==> src/rtl/core/ajb_pkg.sv <==
// ----------------------------------------------------------------------------
// Audio jitter buffer package
// Shared constants, codes and payload types of the jitter buffer controller.
// ----------------------------------------------------------------------------
package ajb_pkg;

   // Ring geometry and frame size.
   localparam int QUEUE_SLOTS = 16;
   localparam int SLOT_W      = $clog2(QUEUE_SLOTS);
   localparam int FILL_W      = SLOT_W + 1;
   localparam int FRAME_BYTES = 1024;

   // Volume limits and reset value.
   localparam logic [7:0] VOLUME_MAX         = 8'd100;
   localparam logic [7:0] START_VOLUME_RESET = 8'd50;

   // Configuration reset values.
   localparam logic [3:0]  JITTER_TARGET_RESET = 4'd4;
   localparam logic [4:0]  LATENCY_MAX_RESET   = 5'd8;
   localparam logic [31:0] PACKET_MAGIC_RESET  = 32'd0;

   typedef enum logic [1:0] {
      ACT_PACKET = 2'd0,
      ACT_TICK   = 2'd1,
      ACT_VOLUME = 2'd2
   } action_type;

   typedef enum logic [1:0] {
      KIND_ACCEPT  = 2'd0,
      KIND_REJECT  = 2'd1,
      KIND_FRAME   = 2'd2,
      KIND_SILENCE = 2'd3
   } kind_type;

   typedef enum logic [1:0] {
      CSR_JITTER_TARGET = 2'd0,
      CSR_LATENCY_MAX   = 2'd1,
      CSR_PACKET_MAGIC  = 2'd2,
      CSR_START_VOLUME  = 2'd3
   } csr_index_type;

   typedef struct packed {
      action_type  action;
      logic [31:0] header_magic;
      logic [15:0] payload_length;
      logic [7:0]  volume_level;
      logic [31:0] sequence_number;
   } req_type;

   typedef struct packed {
      kind_type    kind;
      logic [3:0]  slot;
      logic [15:0] frame_length;
      logic [31:0] frame_sequence;
      logic [7:0]  applied_level;
      logic [4:0]  queue_depth;
      logic [4:0]  dropped_now;
      logic [31:0] received_total;
      logic [31:0] dropped_total;
      logic [31:0] played_total;
      logic [31:0] silence_total;
   } rsp_type;

   typedef struct packed {
      logic [3:0]  jitter_target;
      logic [4:0]  latency_max;
      logic [31:0] packet_magic;
   } cfg_type;

   // One ring entry: descriptor of a queued frame.
   typedef struct packed {
      logic [31:0] seq_num;
      logic [15:0] byte_len;
   } slot_entry_type;

endpackage

==> src/rtl/core/ajb_slot_ram.sv <==
// ----------------------------------------------------------------------------
// Slot descriptor RAM
// Single-port-write, single-read synchronous RAM with registered read data.
// ----------------------------------------------------------------------------
module ajb_slot_ram #(
   parameter int DEPTH = 16,
   parameter int WIDTH = 48
) (
   input  logic                     clock,
   input  logic                     wr_en,
   input  logic [$clog2(DEPTH)-1:0] wr_addr,
   input  logic [WIDTH-1:0]         wr_data,
   input  logic                     rd_en,
   input  logic [$clog2(DEPTH)-1:0] rd_addr,
   output logic [WIDTH-1:0]         rd_data
);

   logic [WIDTH-1:0] mem [DEPTH];
   logic [WIDTH-1:0] rd_data_ff;

   always_ff @(posedge clock) begin
      if (wr_en) begin
         mem[wr_addr] <= wr_data;
      end
      if (rd_en) begin
         rd_data_ff <= mem[rd_addr];
      end
   end

   assign rd_data = rd_data_ff;

endmodule

==> src/rtl/core/ajb_csr.sv <==
// ----------------------------------------------------------------------------
// Jitter buffer configuration registers
// Holds the target depth, latency limit and packet magic word.
// ----------------------------------------------------------------------------
module ajb_csr (
   input  logic                   clock,
   input  logic                   reset,
   input  logic                   csr_valid,
   output logic                   csr_ready,
   input  ajb_pkg::csr_index_type csr_index,
   input  logic [31:0]            csr_wdata,
   output ajb_pkg::cfg_type       cfg
);
   import ajb_pkg::*;

   cfg_type cfg_ff;
   cfg_type cfg_in;

   // Start volume only matters at reset, and reset restores its default, so a
   // write to it is accepted and has no lasting effect.
   always_comb begin
      cfg_in = cfg_ff;
      if (csr_valid) begin
         unique case (csr_index)
            CSR_JITTER_TARGET: cfg_in.jitter_target = csr_wdata[3:0];
            CSR_LATENCY_MAX:   cfg_in.latency_max   = csr_wdata[4:0];
            CSR_PACKET_MAGIC:  cfg_in.packet_magic  = csr_wdata;
            CSR_START_VOLUME:  cfg_in = cfg_ff;
            default:           cfg_in = cfg_ff;
         endcase
      end
   end

   always_ff @(posedge clock) begin
      if (reset) begin
         cfg_ff.jitter_target <= JITTER_TARGET_RESET;
         cfg_ff.latency_max   <= LATENCY_MAX_RESET;
         cfg_ff.packet_magic  <= PACKET_MAGIC_RESET;
      end else begin
         cfg_ff <= cfg_in;
      end
   end

   assign csr_ready = 1'b1;
   assign cfg       = cfg_ff;

endmodule

==> src/rtl/core/ajb_engine.sv <==
// ----------------------------------------------------------------------------
// Jitter buffer engine
// Takes one request at a time, reads the head slot, then updates the ring.
// ----------------------------------------------------------------------------
module ajb_engine (
   input  logic             clock,
   input  logic             reset,
   input  ajb_pkg::cfg_type cfg,
   input  logic             req_valid,
   output logic             req_stall,
   input  ajb_pkg::req_type req_data,
   input  logic             rsp_free,
   output logic             res_valid,
   output ajb_pkg::rsp_type res_data
);
   import ajb_pkg::*;

   typedef enum logic {
      ST_IDLE,
      ST_EXEC
   } state_type;

   state_type         state_ff, state_in;
   req_type           req_ff;
   logic [SLOT_W-1:0] head_ff, head_in;
   logic [FILL_W-1:0] fill_ff, fill_in;
   logic              buffering_ff, buffering_in;
   logic [7:0]        cur_vol_ff, cur_vol_in;
   logic [7:0]        app_vol_ff, app_vol_in;
   logic              pending_ff, pending_in;
   logic [31:0]       rx_cnt_ff, rx_cnt_in;
   logic [31:0]       drop_cnt_ff, drop_cnt_in;
   logic [31:0]       play_cnt_ff, play_cnt_in;
   logic [31:0]       sil_cnt_ff, sil_cnt_in;

   logic              accept;
   logic              wr_en;
   slot_entry_type    wr_entry;
   slot_entry_type    rd_entry;
   logic [$bits(slot_entry_type)-1:0] rd_raw;

   // Packet path terms.
   logic              pkt_ok;
   logic [FILL_W-1:0] lat_m1;
   logic [FILL_W-1:0] limit;
   logic              trim;
   logic [FILL_W-1:0] drops_trim;
   logic [FILL_W-1:0] fill_trim;
   logic [SLOT_W-1:0] head_trim;
   logic [SLOT_W-1:0] wslot;
   logic              ring_full;
   logic [FILL_W-1:0] drops_all;

   // Tick path terms.
   logic              apply_vol;
   logic              hold;

   assign accept    = (state_ff == ST_IDLE) && req_valid;
   assign req_stall = (state_ff != ST_IDLE);

   // The head slot is read while the request is accepted, so its descriptor is
   // ready in the evaluation cycle. Writes happen only in that later cycle.
   ajb_slot_ram #(
      .DEPTH (QUEUE_SLOTS),
      .WIDTH ($bits(slot_entry_type))
   ) u_ram (
      .clock   (clock),
      .wr_en   (wr_en),
      .wr_addr (wslot),
      .wr_data (wr_entry),
      .rd_en   (accept),
      .rd_addr (head_ff),
      .rd_data (rd_raw)
   );

   assign rd_entry = slot_entry_type'(rd_raw);

   always_comb begin
      pkt_ok = (req_ff.header_magic == cfg.packet_magic) &&
               (req_ff.payload_length != 16'd0) &&
               (req_ff.payload_length <= 16'(FRAME_BYTES));

      lat_m1 = cfg.latency_max - FILL_W'(1);
      if (cfg.latency_max == '0) begin
         limit = '0;
      end else if (lat_m1 < FILL_W'(cfg.jitter_target)) begin
         limit = lat_m1;
      end else begin
         limit = FILL_W'(cfg.jitter_target);
      end

      trim       = fill_ff > limit;
      drops_trim = trim ? (fill_ff - limit) : '0;
      fill_trim  = trim ? limit : fill_ff;
      head_trim  = head_ff + drops_trim[SLOT_W-1:0];
      wslot      = head_trim + fill_trim[SLOT_W-1:0];
      ring_full  = fill_trim >= FILL_W'(QUEUE_SLOTS);
      drops_all  = drops_trim + FILL_W'(ring_full);

      apply_vol = pending_ff && (cur_vol_ff != app_vol_ff);
      hold      = buffering_ff && (fill_ff < FILL_W'(cfg.jitter_target));
   end

   always_comb begin
      state_in     = state_ff;
      head_in      = head_ff;
      fill_in      = fill_ff;
      buffering_in = buffering_ff;
      cur_vol_in   = cur_vol_ff;
      app_vol_in   = app_vol_ff;
      pending_in   = pending_ff;
      rx_cnt_in    = rx_cnt_ff;
      drop_cnt_in  = drop_cnt_ff;
      play_cnt_in  = play_cnt_ff;
      sil_cnt_in   = sil_cnt_ff;
      wr_en        = 1'b0;
      wr_entry.seq_num  = req_ff.sequence_number;
      wr_entry.byte_len = req_ff.payload_length;
      res_valid    = 1'b0;
      res_data     = '0;
      res_data.kind = KIND_REJECT;

      unique case (state_ff)
         ST_IDLE: begin
            if (req_valid) begin
               state_in = ST_EXEC;
            end
         end
         ST_EXEC: begin
            if (rsp_free) begin
               state_in  = ST_IDLE;
               res_valid = 1'b1;
               unique case (req_ff.action)
                  ACT_PACKET: begin
                     if (pkt_ok) begin
                        rx_cnt_in = rx_cnt_ff + 32'd1;
                        if (req_ff.volume_level != cur_vol_ff) begin
                           cur_vol_in = req_ff.volume_level;
                           pending_in = 1'b1;
                        end
                        head_in = head_trim;
                        fill_in = ring_full ? fill_trim : fill_trim + FILL_W'(1);
                        wr_en   = !ring_full;
                        drop_cnt_in = drop_cnt_ff + 32'(drops_all);
                        res_data.kind        = KIND_ACCEPT;
                        res_data.slot        = 4'(wslot);
                        res_data.dropped_now = 5'(drops_all);
                     end
                  end
                  ACT_TICK: begin
                     if (apply_vol) begin
                        app_vol_in = cur_vol_ff;
                        pending_in = 1'b0;
                     end
                     if (hold) begin
                        sil_cnt_in = sil_cnt_ff + 32'd1;
                        res_data.kind         = KIND_SILENCE;
                        res_data.frame_length = 16'(FRAME_BYTES);
                     end else if (fill_ff != '0) begin
                        head_in      = head_ff + SLOT_W'(1);
                        fill_in      = fill_ff - FILL_W'(1);
                        play_cnt_in  = play_cnt_ff + 32'd1;
                        buffering_in = (fill_ff == FILL_W'(1));
                        res_data.kind           = KIND_FRAME;
                        res_data.slot           = 4'(head_ff);
                        res_data.frame_length   = rd_entry.byte_len;
                        res_data.frame_sequence = rd_entry.seq_num;
                     end else begin
                        // Underrun: fall back to buffering.
                        sil_cnt_in   = sil_cnt_ff + 32'd1;
                        buffering_in = 1'b1;
                        res_data.kind         = KIND_SILENCE;
                        res_data.frame_length = 16'(FRAME_BYTES);
                     end
                  end
                  ACT_VOLUME: begin
                     if (req_ff.volume_level <= VOLUME_MAX) begin
                        cur_vol_in    = req_ff.volume_level;
                        pending_in    = 1'b1;
                        res_data.kind = KIND_ACCEPT;
                     end
                  end
                  default: begin
                     res_data.kind = KIND_REJECT;
                  end
               endcase
            end
         end
         default: begin
            state_in = ST_IDLE;
         end
      endcase

      res_data.applied_level  = app_vol_in;
      res_data.queue_depth    = 5'(fill_in);
      res_data.received_total = rx_cnt_in;
      res_data.dropped_total  = drop_cnt_in;
      res_data.played_total   = play_cnt_in;
      res_data.silence_total  = sil_cnt_in;
   end

   always_ff @(posedge clock) begin
      if (accept) begin
         req_ff <= req_data;
      end
      if (reset) begin
         state_ff     <= ST_IDLE;
         head_ff      <= '0;
         fill_ff      <= '0;
         buffering_ff <= 1'b1;
         cur_vol_ff   <= START_VOLUME_RESET;
         app_vol_ff   <= START_VOLUME_RESET;
         pending_ff   <= 1'b0;
         rx_cnt_ff    <= '0;
         drop_cnt_ff  <= '0;
         play_cnt_ff  <= '0;
         sil_cnt_ff   <= '0;
      end else begin
         state_ff     <= state_in;
         head_ff      <= head_in;
         fill_ff      <= fill_in;
         buffering_ff <= buffering_in;
         cur_vol_ff   <= cur_vol_in;
         app_vol_ff   <= app_vol_in;
         pending_ff   <= pending_in;
         rx_cnt_ff    <= rx_cnt_in;
         drop_cnt_ff  <= drop_cnt_in;
         play_cnt_ff  <= play_cnt_in;
         sil_cnt_ff   <= sil_cnt_in;
      end
   end

endmodule

==> src/rtl/core/audio_jitter_buffer.sv <==
// ----------------------------------------------------------------------------
// Audio jitter buffer
// Controller for a ring of sixteen audio frame descriptors.
// ----------------------------------------------------------------------------
// Each request is a packet arrival, a play tick or a volume override, and
// each request yields exactly one response. In the cycle a request is
// accepted the descriptor RAM reads the slot at the head of the ring, and
// in the next cycle the engine evaluates the request; once the response
// register is free it writes a new descriptor back to the RAM for an
// accepted packet and loads the response register. The engine works on
// one request at a time, so req_stall is high during the evaluation
// cycle; it stays high longer only while a finished response still
// sits unaccepted in the response register and rsp_stall holds it.
// The response register separates the two sides, so
// a new request is taken while the previous response waits. The frame
// payloads themselves live in an external buffer addressed by the reported
// slot. Configuration writes are always accepted and should only be issued
// while no request is in flight. A start volume write has no lasting effect,
// since reset restores the default start volume before it is applied.
module audio_jitter_buffer (
   input  logic                   clock,
   input  logic                   reset,

   input  logic                   req_valid,
   output logic                   req_stall,
   input  ajb_pkg::req_type       req_data,

   output logic                   rsp_valid,
   input  logic                   rsp_stall,
   output ajb_pkg::rsp_type       rsp_data,

   input  logic                   csr_valid,
   output logic                   csr_ready,
   input  ajb_pkg::csr_index_type csr_index,
   input  logic [31:0]            csr_wdata
);
   import ajb_pkg::*;

   cfg_type cfg;
   logic    rsp_free;
   logic    res_valid;
   rsp_type res_data;

   // Response register: valid flag is control state, data is payload.
   logic    rsp_valid_ff, rsp_valid_in;
   rsp_type rsp_data_ff;

   ajb_csr u_csr (
      .clock     (clock),
      .reset     (reset),
      .csr_valid (csr_valid),
      .csr_ready (csr_ready),
      .csr_index (csr_index),
      .csr_wdata (csr_wdata),
      .cfg       (cfg)
   );

   ajb_engine u_engine (
      .clock     (clock),
      .reset     (reset),
      .cfg       (cfg),
      .req_valid (req_valid),
      .req_stall (req_stall),
      .req_data  (req_data),
      .rsp_free  (rsp_free),
      .res_valid (res_valid),
      .res_data  (res_data)
   );

   // The register can take a new response when it is empty or its current
   // response leaves in this cycle.
   assign rsp_free = !rsp_valid_ff || !rsp_stall;

   always_comb begin
      if (res_valid) begin
         rsp_valid_in = 1'b1;
      end else if (!rsp_stall) begin
         rsp_valid_in = 1'b0;
      end else begin
         rsp_valid_in = rsp_valid_ff;
      end
   end

   always_ff @(posedge clock) begin
      if (res_valid) begin
         rsp_data_ff <= res_data;
      end
      if (reset) begin
         rsp_valid_ff <= 1'b0;
      end else begin
         rsp_valid_ff <= rsp_valid_in;
      end
   end

   assign rsp_valid = rsp_valid_ff;
   assign rsp_data  = rsp_data_ff;

endmodule

==> config.mk <==
export PLATFORM = sky130hd
export DESIGN_NAME = audio_jitter_buffer
export DESIGN_NICKNAME = d
export VERILOG_FILES = /design/src/rtl/core/ajb_pkg.sv /design/src/rtl/core/ajb_slot_ram.sv /design/src/rtl/core/ajb_csr.sv /design/src/rtl/core/ajb_engine.sv /design/src/rtl/core/audio_jitter_buffer.sv
export SDC_FILE = /design/constraint.sdc
export NUM_CORES = 2
export LEC_CHECK = 0
export BUFFER_PORTS_ARGS = -buffer_cell sky130_fd_sc_hd__buf_2
export CAP_MARGIN = 20
export CORE_ASPECT_RATIO = 1.75
export CORE_MARGIN = 2
export CORE_UTILIZATION = 54
export DETAILED_ROUTE_END_ITERATION = 6
export PLACE_DENSITY = 0.75
export SYNTH_ARGS = -nofsm -noshare
export SYNTH_HDL_FRONTEND = slang
export SYNTH_HIERARCHICAL = 1
export SYNTH_SLANG_ARGS = --single-unit
==> constraint.sdc <==
create_clock -name clock -period 8.5 [get_ports clock]
set_input_delay 1.7 -clock clock [delete_from_list [all_inputs] [get_ports clock]]
set_output_delay 1.7 -clock clock [all_outputs]
set_load 0.05 [all_outputs]
# Word-level counts from Yosys, hierarchy flattened
# Memories as Yosys holds them, arrays and structs flattened. A register that Yosys moved wholly into a read port is not among the register bits.
# Index checks and enable logic that the tools add are counted.
[word_totals]
regBits = 488
ram_bits = 768
in_bits = 129
output_inout_bits = 203
wordCells = 169
n_memories = 1
[mem_list]
columns = ["memory", "words", "width", "rd", "rd_ports_with_merged_regs", "write_ports", "line_no", "source"]
rows = [
  ["u_engine.u_ram.mem", 16, 48, 1, 1, 1, "ajb_slot_ram.sv:18", "logic [WIDTH-1:0] mem [DEPTH];"],
]
[classes]
add_sub_neg = 12
magnitude_cmp = 6
eq_ne = 15
mux = 70
bitwise_logic = 5
reduce_logical = 28
[ops]
columns = ["op", "n"]
rows = [
  ["32-bit 2-to-1 mux", 18],
  ["32-bit by 1-bit adder with 32-bit output (second input constant)", 3],
  ["8-bit 2-to-1 mux", 7],
  ["5-bit 2-to-1 mux", 11],
  ["32-bit by 5-bit adder with 32-bit output", 1],
  ["32-bit equality test", 1],
  ["11-bit 2-to-1 mux", 2],
  ["4-bit 2-to-1 mux", 5],
  ["1-bit 2-to-1 mux", 19],
  ["16-bit by 11-bit less-or-equal comparator with 1-bit output (second input constant)", 1],
  ["8-bit inequality test", 2],
  ["4-bit case mux with 2 select lines", 2],
  ["8-bit case mux with 2 select lines", 1],
  ["16-bit nonzero test", 1],
  ["2-bit by 1-bit inequality test with 1-bit output (second input constant)", 6],
  ["6-bit AND reduction", 2],
  ["5-bit by 4-bit less-than comparator with 1-bit output", 2],
  ["5-bit case mux with 2 select lines", 1],
  ["5-bit by 1-bit subtractor with 5-bit output (second input constant)", 2],
  ["4-bit adder", 2],
  ["8-bit by 7-bit less-or-equal comparator with 1-bit output (second input constant)", 1],
  ["2-bit AND reduction", 4],
  ["4-bit AND reduction", 2],
  ["7-bit AND reduction", 1],
  ["other kinds (25)", 39],
]

# Depth between registers and ports, before layout
[depth]
ltp_word = 14
mapped_depth = 29
ltp_nobuf = 26

# Cells and area by module
# Netlist, hierarchy kept.
[modules_own_cells]
columns = ["module", "instances", "cells_per_inst", "area_per_inst_um2", "seq_area_each_um2"]
rows = [
  ["ajb_slot_ram", 1, 1242, 30171.4, 24503.5],
  ["ajb_engine", 1, 1235, 12563.3, 5825.6],
  ["audio_jitter_buffer", 1, 204, 6038.3, 6025.8],
  ["ajb_csr", 1, 176, 1824.2, 820.8],
]

# Worst setup path after synthesis
# OpenSTA, ideal clock, no wires.
[synth_path]
kind = "flip-flop to flip-flop"
startpoint = "register u_csr.cfg_ff, in the netlist u_csr/cfg[32]"
endpoint = "memory u_engine.u_ram.mem[0][0], enable pin"
setup_ns = 0.513
arrival_ns = 8.502
t_required_ns = 7.987
setup_slack_ns = -0.515
stages_incl_launch_ff = 23
path_buffers = 1
synth_period_minus_slack_ns = 9.015
cell_sequence = "dfxtp_1 inv_1 ha_1 xor2_1 ha_1 o21ai_0 a21oi_1 or3_1 buf_2 a31oi_1 ha_1 nor2b_1 o31a_1 o31a_1 and2_1 fa_1 xor2_1 ha_1 nand3_1 o31ai_1 xnor2_1 or3b_2 nor3_1"
[synth_between]
word_cells_on_any_way = 19
classes_between = "add/sub (4); order compare (3); mux (10); reduce/logical (2)"
[synth_lines]
columns = ["item", "line_no", "source"]
rows = [
  ["from (decl)", "ajb_csr.sv:16", "cfg_type cfg_ff;"],
  ["from (signal assigned)", "ajb_csr.sv:40", "cfg_ff <= cfg_in;"],
  ["5-bit by 1-bit subtractor with 5-bit output", "ajb_engine.sv:83", "lat_m1 = cfg.latency_max - FILL_W'(1);"],
  ["5-bit by 4-bit less-than comparator with 1-bit output", "ajb_engine.sv:86", "end else if (lat_m1 < FILL_W'(cfg.jitter_target)) begin"],
  ["5-bit 2-to-1 mux", "ajb_engine.sv:86", ""],
  ["5-bit 2-to-1 mux (*)", "ajb_engine.sv:84", "if (cfg.latency_max == '0) begin"],
  ["5-bit subtractor or 5-bit greater-than comparator (tied branches)", "ajb_engine.sv:93, ajb_engine.sv:92", ""],
  ["5-bit 2-to-1 mux", "ajb_engine.sv:93", "drops_trim = trim ? (fill_ff - limit) : '0;"],
  ["4-bit adder", "ajb_engine.sv:95", "head_trim = head_ff + drops_trim[SLOT_W-1:0];"],
  ["4-bit adder (*)", "ajb_engine.sv:96", "wslot = head_trim + fill_trim[SLOT_W-1:0];"],
  ["via u_engine.wslot[3]", "ajb_engine.sv:50", "logic [SLOT_W-1:0] wslot;"],
  ["to (decl)", "ajb_slot_ram.sv:18", ""],
]
# Mark *: on every way through the listed nets, which the timed path passes. The rest lies on a longest branch.

# Worst setup path in the final report
[layout_path]
startpoint = "register u_csr.cfg_ff, in the netlist u_csr/cfg[32]"
endpoint = "memory u_engine.u_ram.mem[15][28], enable pin"
# The elaborated chain is that of the path after synthesis.

==> impl_metrics.tcl <==
set metrics [dict create \
    hpwl_mm 75.20 \
    die_area_sq_um 96260 \
    grt_pass1_wl_mm 172.0 \
    drtAntennaViolNets 0 \
    ff2ff_setup_slack_ps 920 \
    crit_path_start_kind "flop" \
    grt_pass1_vias 27720 \
    crit_buf_inv 2 \
    fmax_mhz 131.9 \
    syn-num-nets 3022 \
    hp-start "u_csr/cfg[13]$_SDFFE_PP0P_" \
    cts.repair.resized 0 \
    track_usage 0.2379 \
    cts.htree.levels 3 \
    min_path_cells 2 \
    synthArstFlopShare 0 \
    cts_made_buffers 111 \
    drive_gt1_frac 0.2459 \
    postCtsSetupBuffers 0 \
    synthesis.area_sq_um 50600 \
    grt-ovfl-total 0 \
    cp_cell_sequence "inv_1 > ha_1 > xor2_1 > ha_1 > o21ai_0 > a21oi_1 > or3_1 > a31oi_1 > ha_1 > nor2b_1 > o31a_1 > o31a_1 > and2_1 > ha_1 > a21o_1 > a21oi_1 > xnor2_1 > nor4_1 > o211a_1 > nor2_1 > xnor2_1 > nand3_1 > nor2_4 > buf_12" \
    fillerInstances 6449 \
    row_count 148 \
    drt_iter0_drc 2344 \
    io_buffer_count 330 \
    timing.hold.ws_ps 488.8 \
    insertion_delay_ps 730 \
    finalCriticalPeriod_ps 7580 \
    synthSimpleGateAreaFrac 0.08190 \
    cp_slowest_cell "nor2_4" \
    place.gp.congestion 0.8829 \
    path_max_fanout 29 \
    timing.critical_path.mode_cell "ha_1" \
    drt_wl_total_mm 115.2 \
    drtPass1Iterations 5 \
    post-route-util 0.6171 \
    fin_crit_sh 0.8917 \
    stdcell_area_sq_um 57370 \
    nets 3390 \
    holdBufCountCts 0 \
    rsz0062_at_grt "false" \
    die_h_microns 408.9 \
    final_cell_mix "edfxtp_1 (1106), buf_2 (330), dfxtp_1 (196), mux4_2 (192), nor2b_1 (130)" \
    syn_inst 2857 \
    fin_setup_tns_ps 0 \
    route.detailed.drc 0 \
    core-area_sq_um 92960 \
    finClkSkew_ps 30.31 \
    start_util 0.5443 \
    hold_viol 0 \
    synthMuxAreaShare 0.09847 \
    r2r-start "u_csr/cfg[32]$_SDFFE_PP0P_" \
    post_drt_wl_per_cell_microns 25.48 \
    cts_max_path_buffers 3 \
    hold_path_class "reg2reg" \
    synth_ff_type "edfxtp_1" \
    cts_root_buffer "clkbuf_16" \
    layout_commonest_cell "edfxtp_1" \
    synth_xor_area_frac 0.03400 \
    dp.cells 4309 \
    io_pins 332 \
    antenna_found_initial 4 \
    synthToLayoutAreaGrowth_pct 13.38 \
    slew_headroom 0.2880 \
    power_density_nw_per_um2 218.7 \
    holdPathEnd "u_csr/cfg[13]$_SDFFE_PP0P_" \
    synth-compound-area-share 0.02663 \
    post_dp_cell_area_sq_um 53750 \
    yosysWarnings 6 \
    seq_area_frac_synth 0.7347 \
    cp.arrival_ps 7990 \
    required_ps 8910 \
    ff2ff_path_depth 24 \
    synth_fa_ha_area_frac 0.009496 \
    cts_tree "yes" \
    synth_edf_count 1106 \
    setup_viol 0 \
    yosys.cell_types.count 75 \
    clk_pin_slew_ps 70 \
    crit_family "simple AND/OR/NAND/NOR gates" \
    ir_drop_mv 0.1779 \
    worstSetupPathType "reg2reg" \
    ys_seq_elements 1304 \
    drv_slew 0 \
    routed_via_density 5.917 \
    drv_cap 0 \
    endpoint_kind "flop" \
    die_w_microns 235.4 \
    fin_cells 4522 \
    r2r_end "u_engine/u_ram/mem[15][28]$_DFFE_PP_" \
    vias 26760 \
    cpPeakStageDelay_ps 750 \
    grt_max_degree 139 \
    synth_top_family_by_area "multiplexers" \
    status "finished clean" \
    cellLeakagePower_nw 19.36 \
    post_synth.cell_area_avg_sq_um 17.71 \
    tightestPinTransition_ps 1068 \
    cts.sinks 1304 \
]
==> final cells by class <==
class / instances / area, sq um / area share
tap: 1200 / 1501 / 0.02617
multi-input combinational: 1396 / 12860 / 0.2241
clock inverter: 64 / 531.8 / 0.009270
clock buffer: 143 / 3010 / 0.05248
sequential: 1304 / 37180 / 0.6482
inverter: 37 / 146.4 / 0.002552
antenna: 3 / 7.507 / 0.0001309
timing repair buffer: 375 / 2128 / 0.03710
==> report_power, final <==
group / total [W] / switching [W] / internal (W)
combinational: 0.000454 / 0.000343 / 0.000111
clock: 0.00497 / 0.00227 / 0.00270
sequential: 0.00712 / 0.0000993 / 0.00702
==> layer usage <==
layer	GRT usage	wire length (microns)	vias to the layer above
met5	0	0	-
met4	0.08961	3828	0
li1	-	-	11760
met1	0.2984	43780	13710
met2	0.4169	60090	1084
met3	0.03836	7510	204
==> cell families (layout without fill, tap and decap cells) <==
group	after synthesis	after routing
XOR/XNOR	187	187
multiplexers	256	256
AO/OA/AOI/OAI	188	188
adder cells (fa/ha/maj)	36	36
buffers and inverters	157	619
AND/OR/NAND/NOR	727	727
other	2	5
flip-flops	1304	1304
==> sequential cells by signal, indices dropped and copies added (netlist names) <==
register,cells
u_engine/play_cnt_ff,32
u_engine/u_ram/rd_data,48
u_engine/cur_vol_ff,8
u_engine/head_ff,4
u_engine/rx_cnt_ff,32
u_engine/buffering_ff,1
u_engine/sil_cnt_ff,32
rsp_valid,1
rsp_data,200
u_csr/cfg,41
u_engine/req_stall,1
u_engine/app_vol_ff,8
u_engine/req_ff,90
u_engine/fill_ff,5
u_engine/u_ram/mem,768
u_engine/pending_ff,1
u_engine/drop_cnt_ff,32
==> Yosys cell counts (all sizes together), types with 11 or more instances <==
master / instances / area (sq um)
edfxtp: 1106 / 33210
dfxtp: 198 / 3964
mux4: 192 / 4324
nor2b: 133 / 832.1
nand2: 124 / 465.5
xor2: 100 / 875.8
a22oi: 97 / 728.2
nor2: 95 / 359.1
xnor2: 87 / 844.6
nand2b: 79 / 494.2
clkbuf: 66 / 247.7
and2: 57 / 356.6
buf: 54 / 352.8
mux2i: 50 / 500.5
nand3: 47 / 275.3
inv: 37 / 138.9
nor4: 36 / 286.5
nand4: 35 / 252.8
and3: 33 / 209.0
nor3: 33 / 181.4
ha: 32 / 400.4
a21oi: 24 / 120.1
o21ai: 20 / 103.9
mux2: 14 / 157.7
and2b: 13 / 97.59
and4: 11 / 96.34
==> per-stage QoR <==
stage	power, W	setup slack, ps
final	0.01254	920.5
after global routing	0.01290	460.1
after CTS	0.01266	1020
after detailed placement	0.007719	1069
after global placement	0.007703	1170
after floorplan	0.007540	4.630
==> worst max path at each step <==
stage	from	endpoint	slack [ps]	depth (start not counted)
after floorplan	req_valid	u_engine/req_stall$_SDFF_PP0_	5	2
final	u_csr/cfg[32]$_SDFFE_PP0P_	u_engine/u_ram/mem[15][28]$_DFFE_PP_	920	24
after detailed placement	u_csr/cfg[32]$_SDFFE_PP0P_	u_engine/u_ram/mem[13][27]$_DFFE_PP_	1070	24
after CTS	u_csr/cfg[32]$_SDFFE_PP0P_	u_engine/u_ram/mem[15][28]$_DFFE_PP_	1020	24
after global routing	u_csr/cfg[32]$_SDFFE_PP0P_	u_engine/u_ram/mem[15][28]$_DFFE_PP_	460	24
after global placement	u_csr/cfg[32]$_SDFFE_PP0P_	u_engine/u_ram/mem[2][25]$_DFFE_PP_	1170	22
==> worst register-to-register path, stage by stage, from the launching register on <==
cell and delay [ps]:
dfxtp_1 410, inv_1 70, ha_1 220, xor2_1 220, ha_1 270, o21ai_0 160
a21oi_1 110, or3_1 470, a31oi_1 440, ha_1 340, nor2b_1 150, o31a_1 330
o31a_1 370, and2_1 250, ha_1 290, a21o_1 190, a21oi_1 170, xnor2_1 100
nor4_1 370, o211a_1 230, nor2_1 60, xnor2_1 530, nand3_1 470, nor2_4 760
buf_12 290
Note: power is estimated with default switching activity, not from simulation.
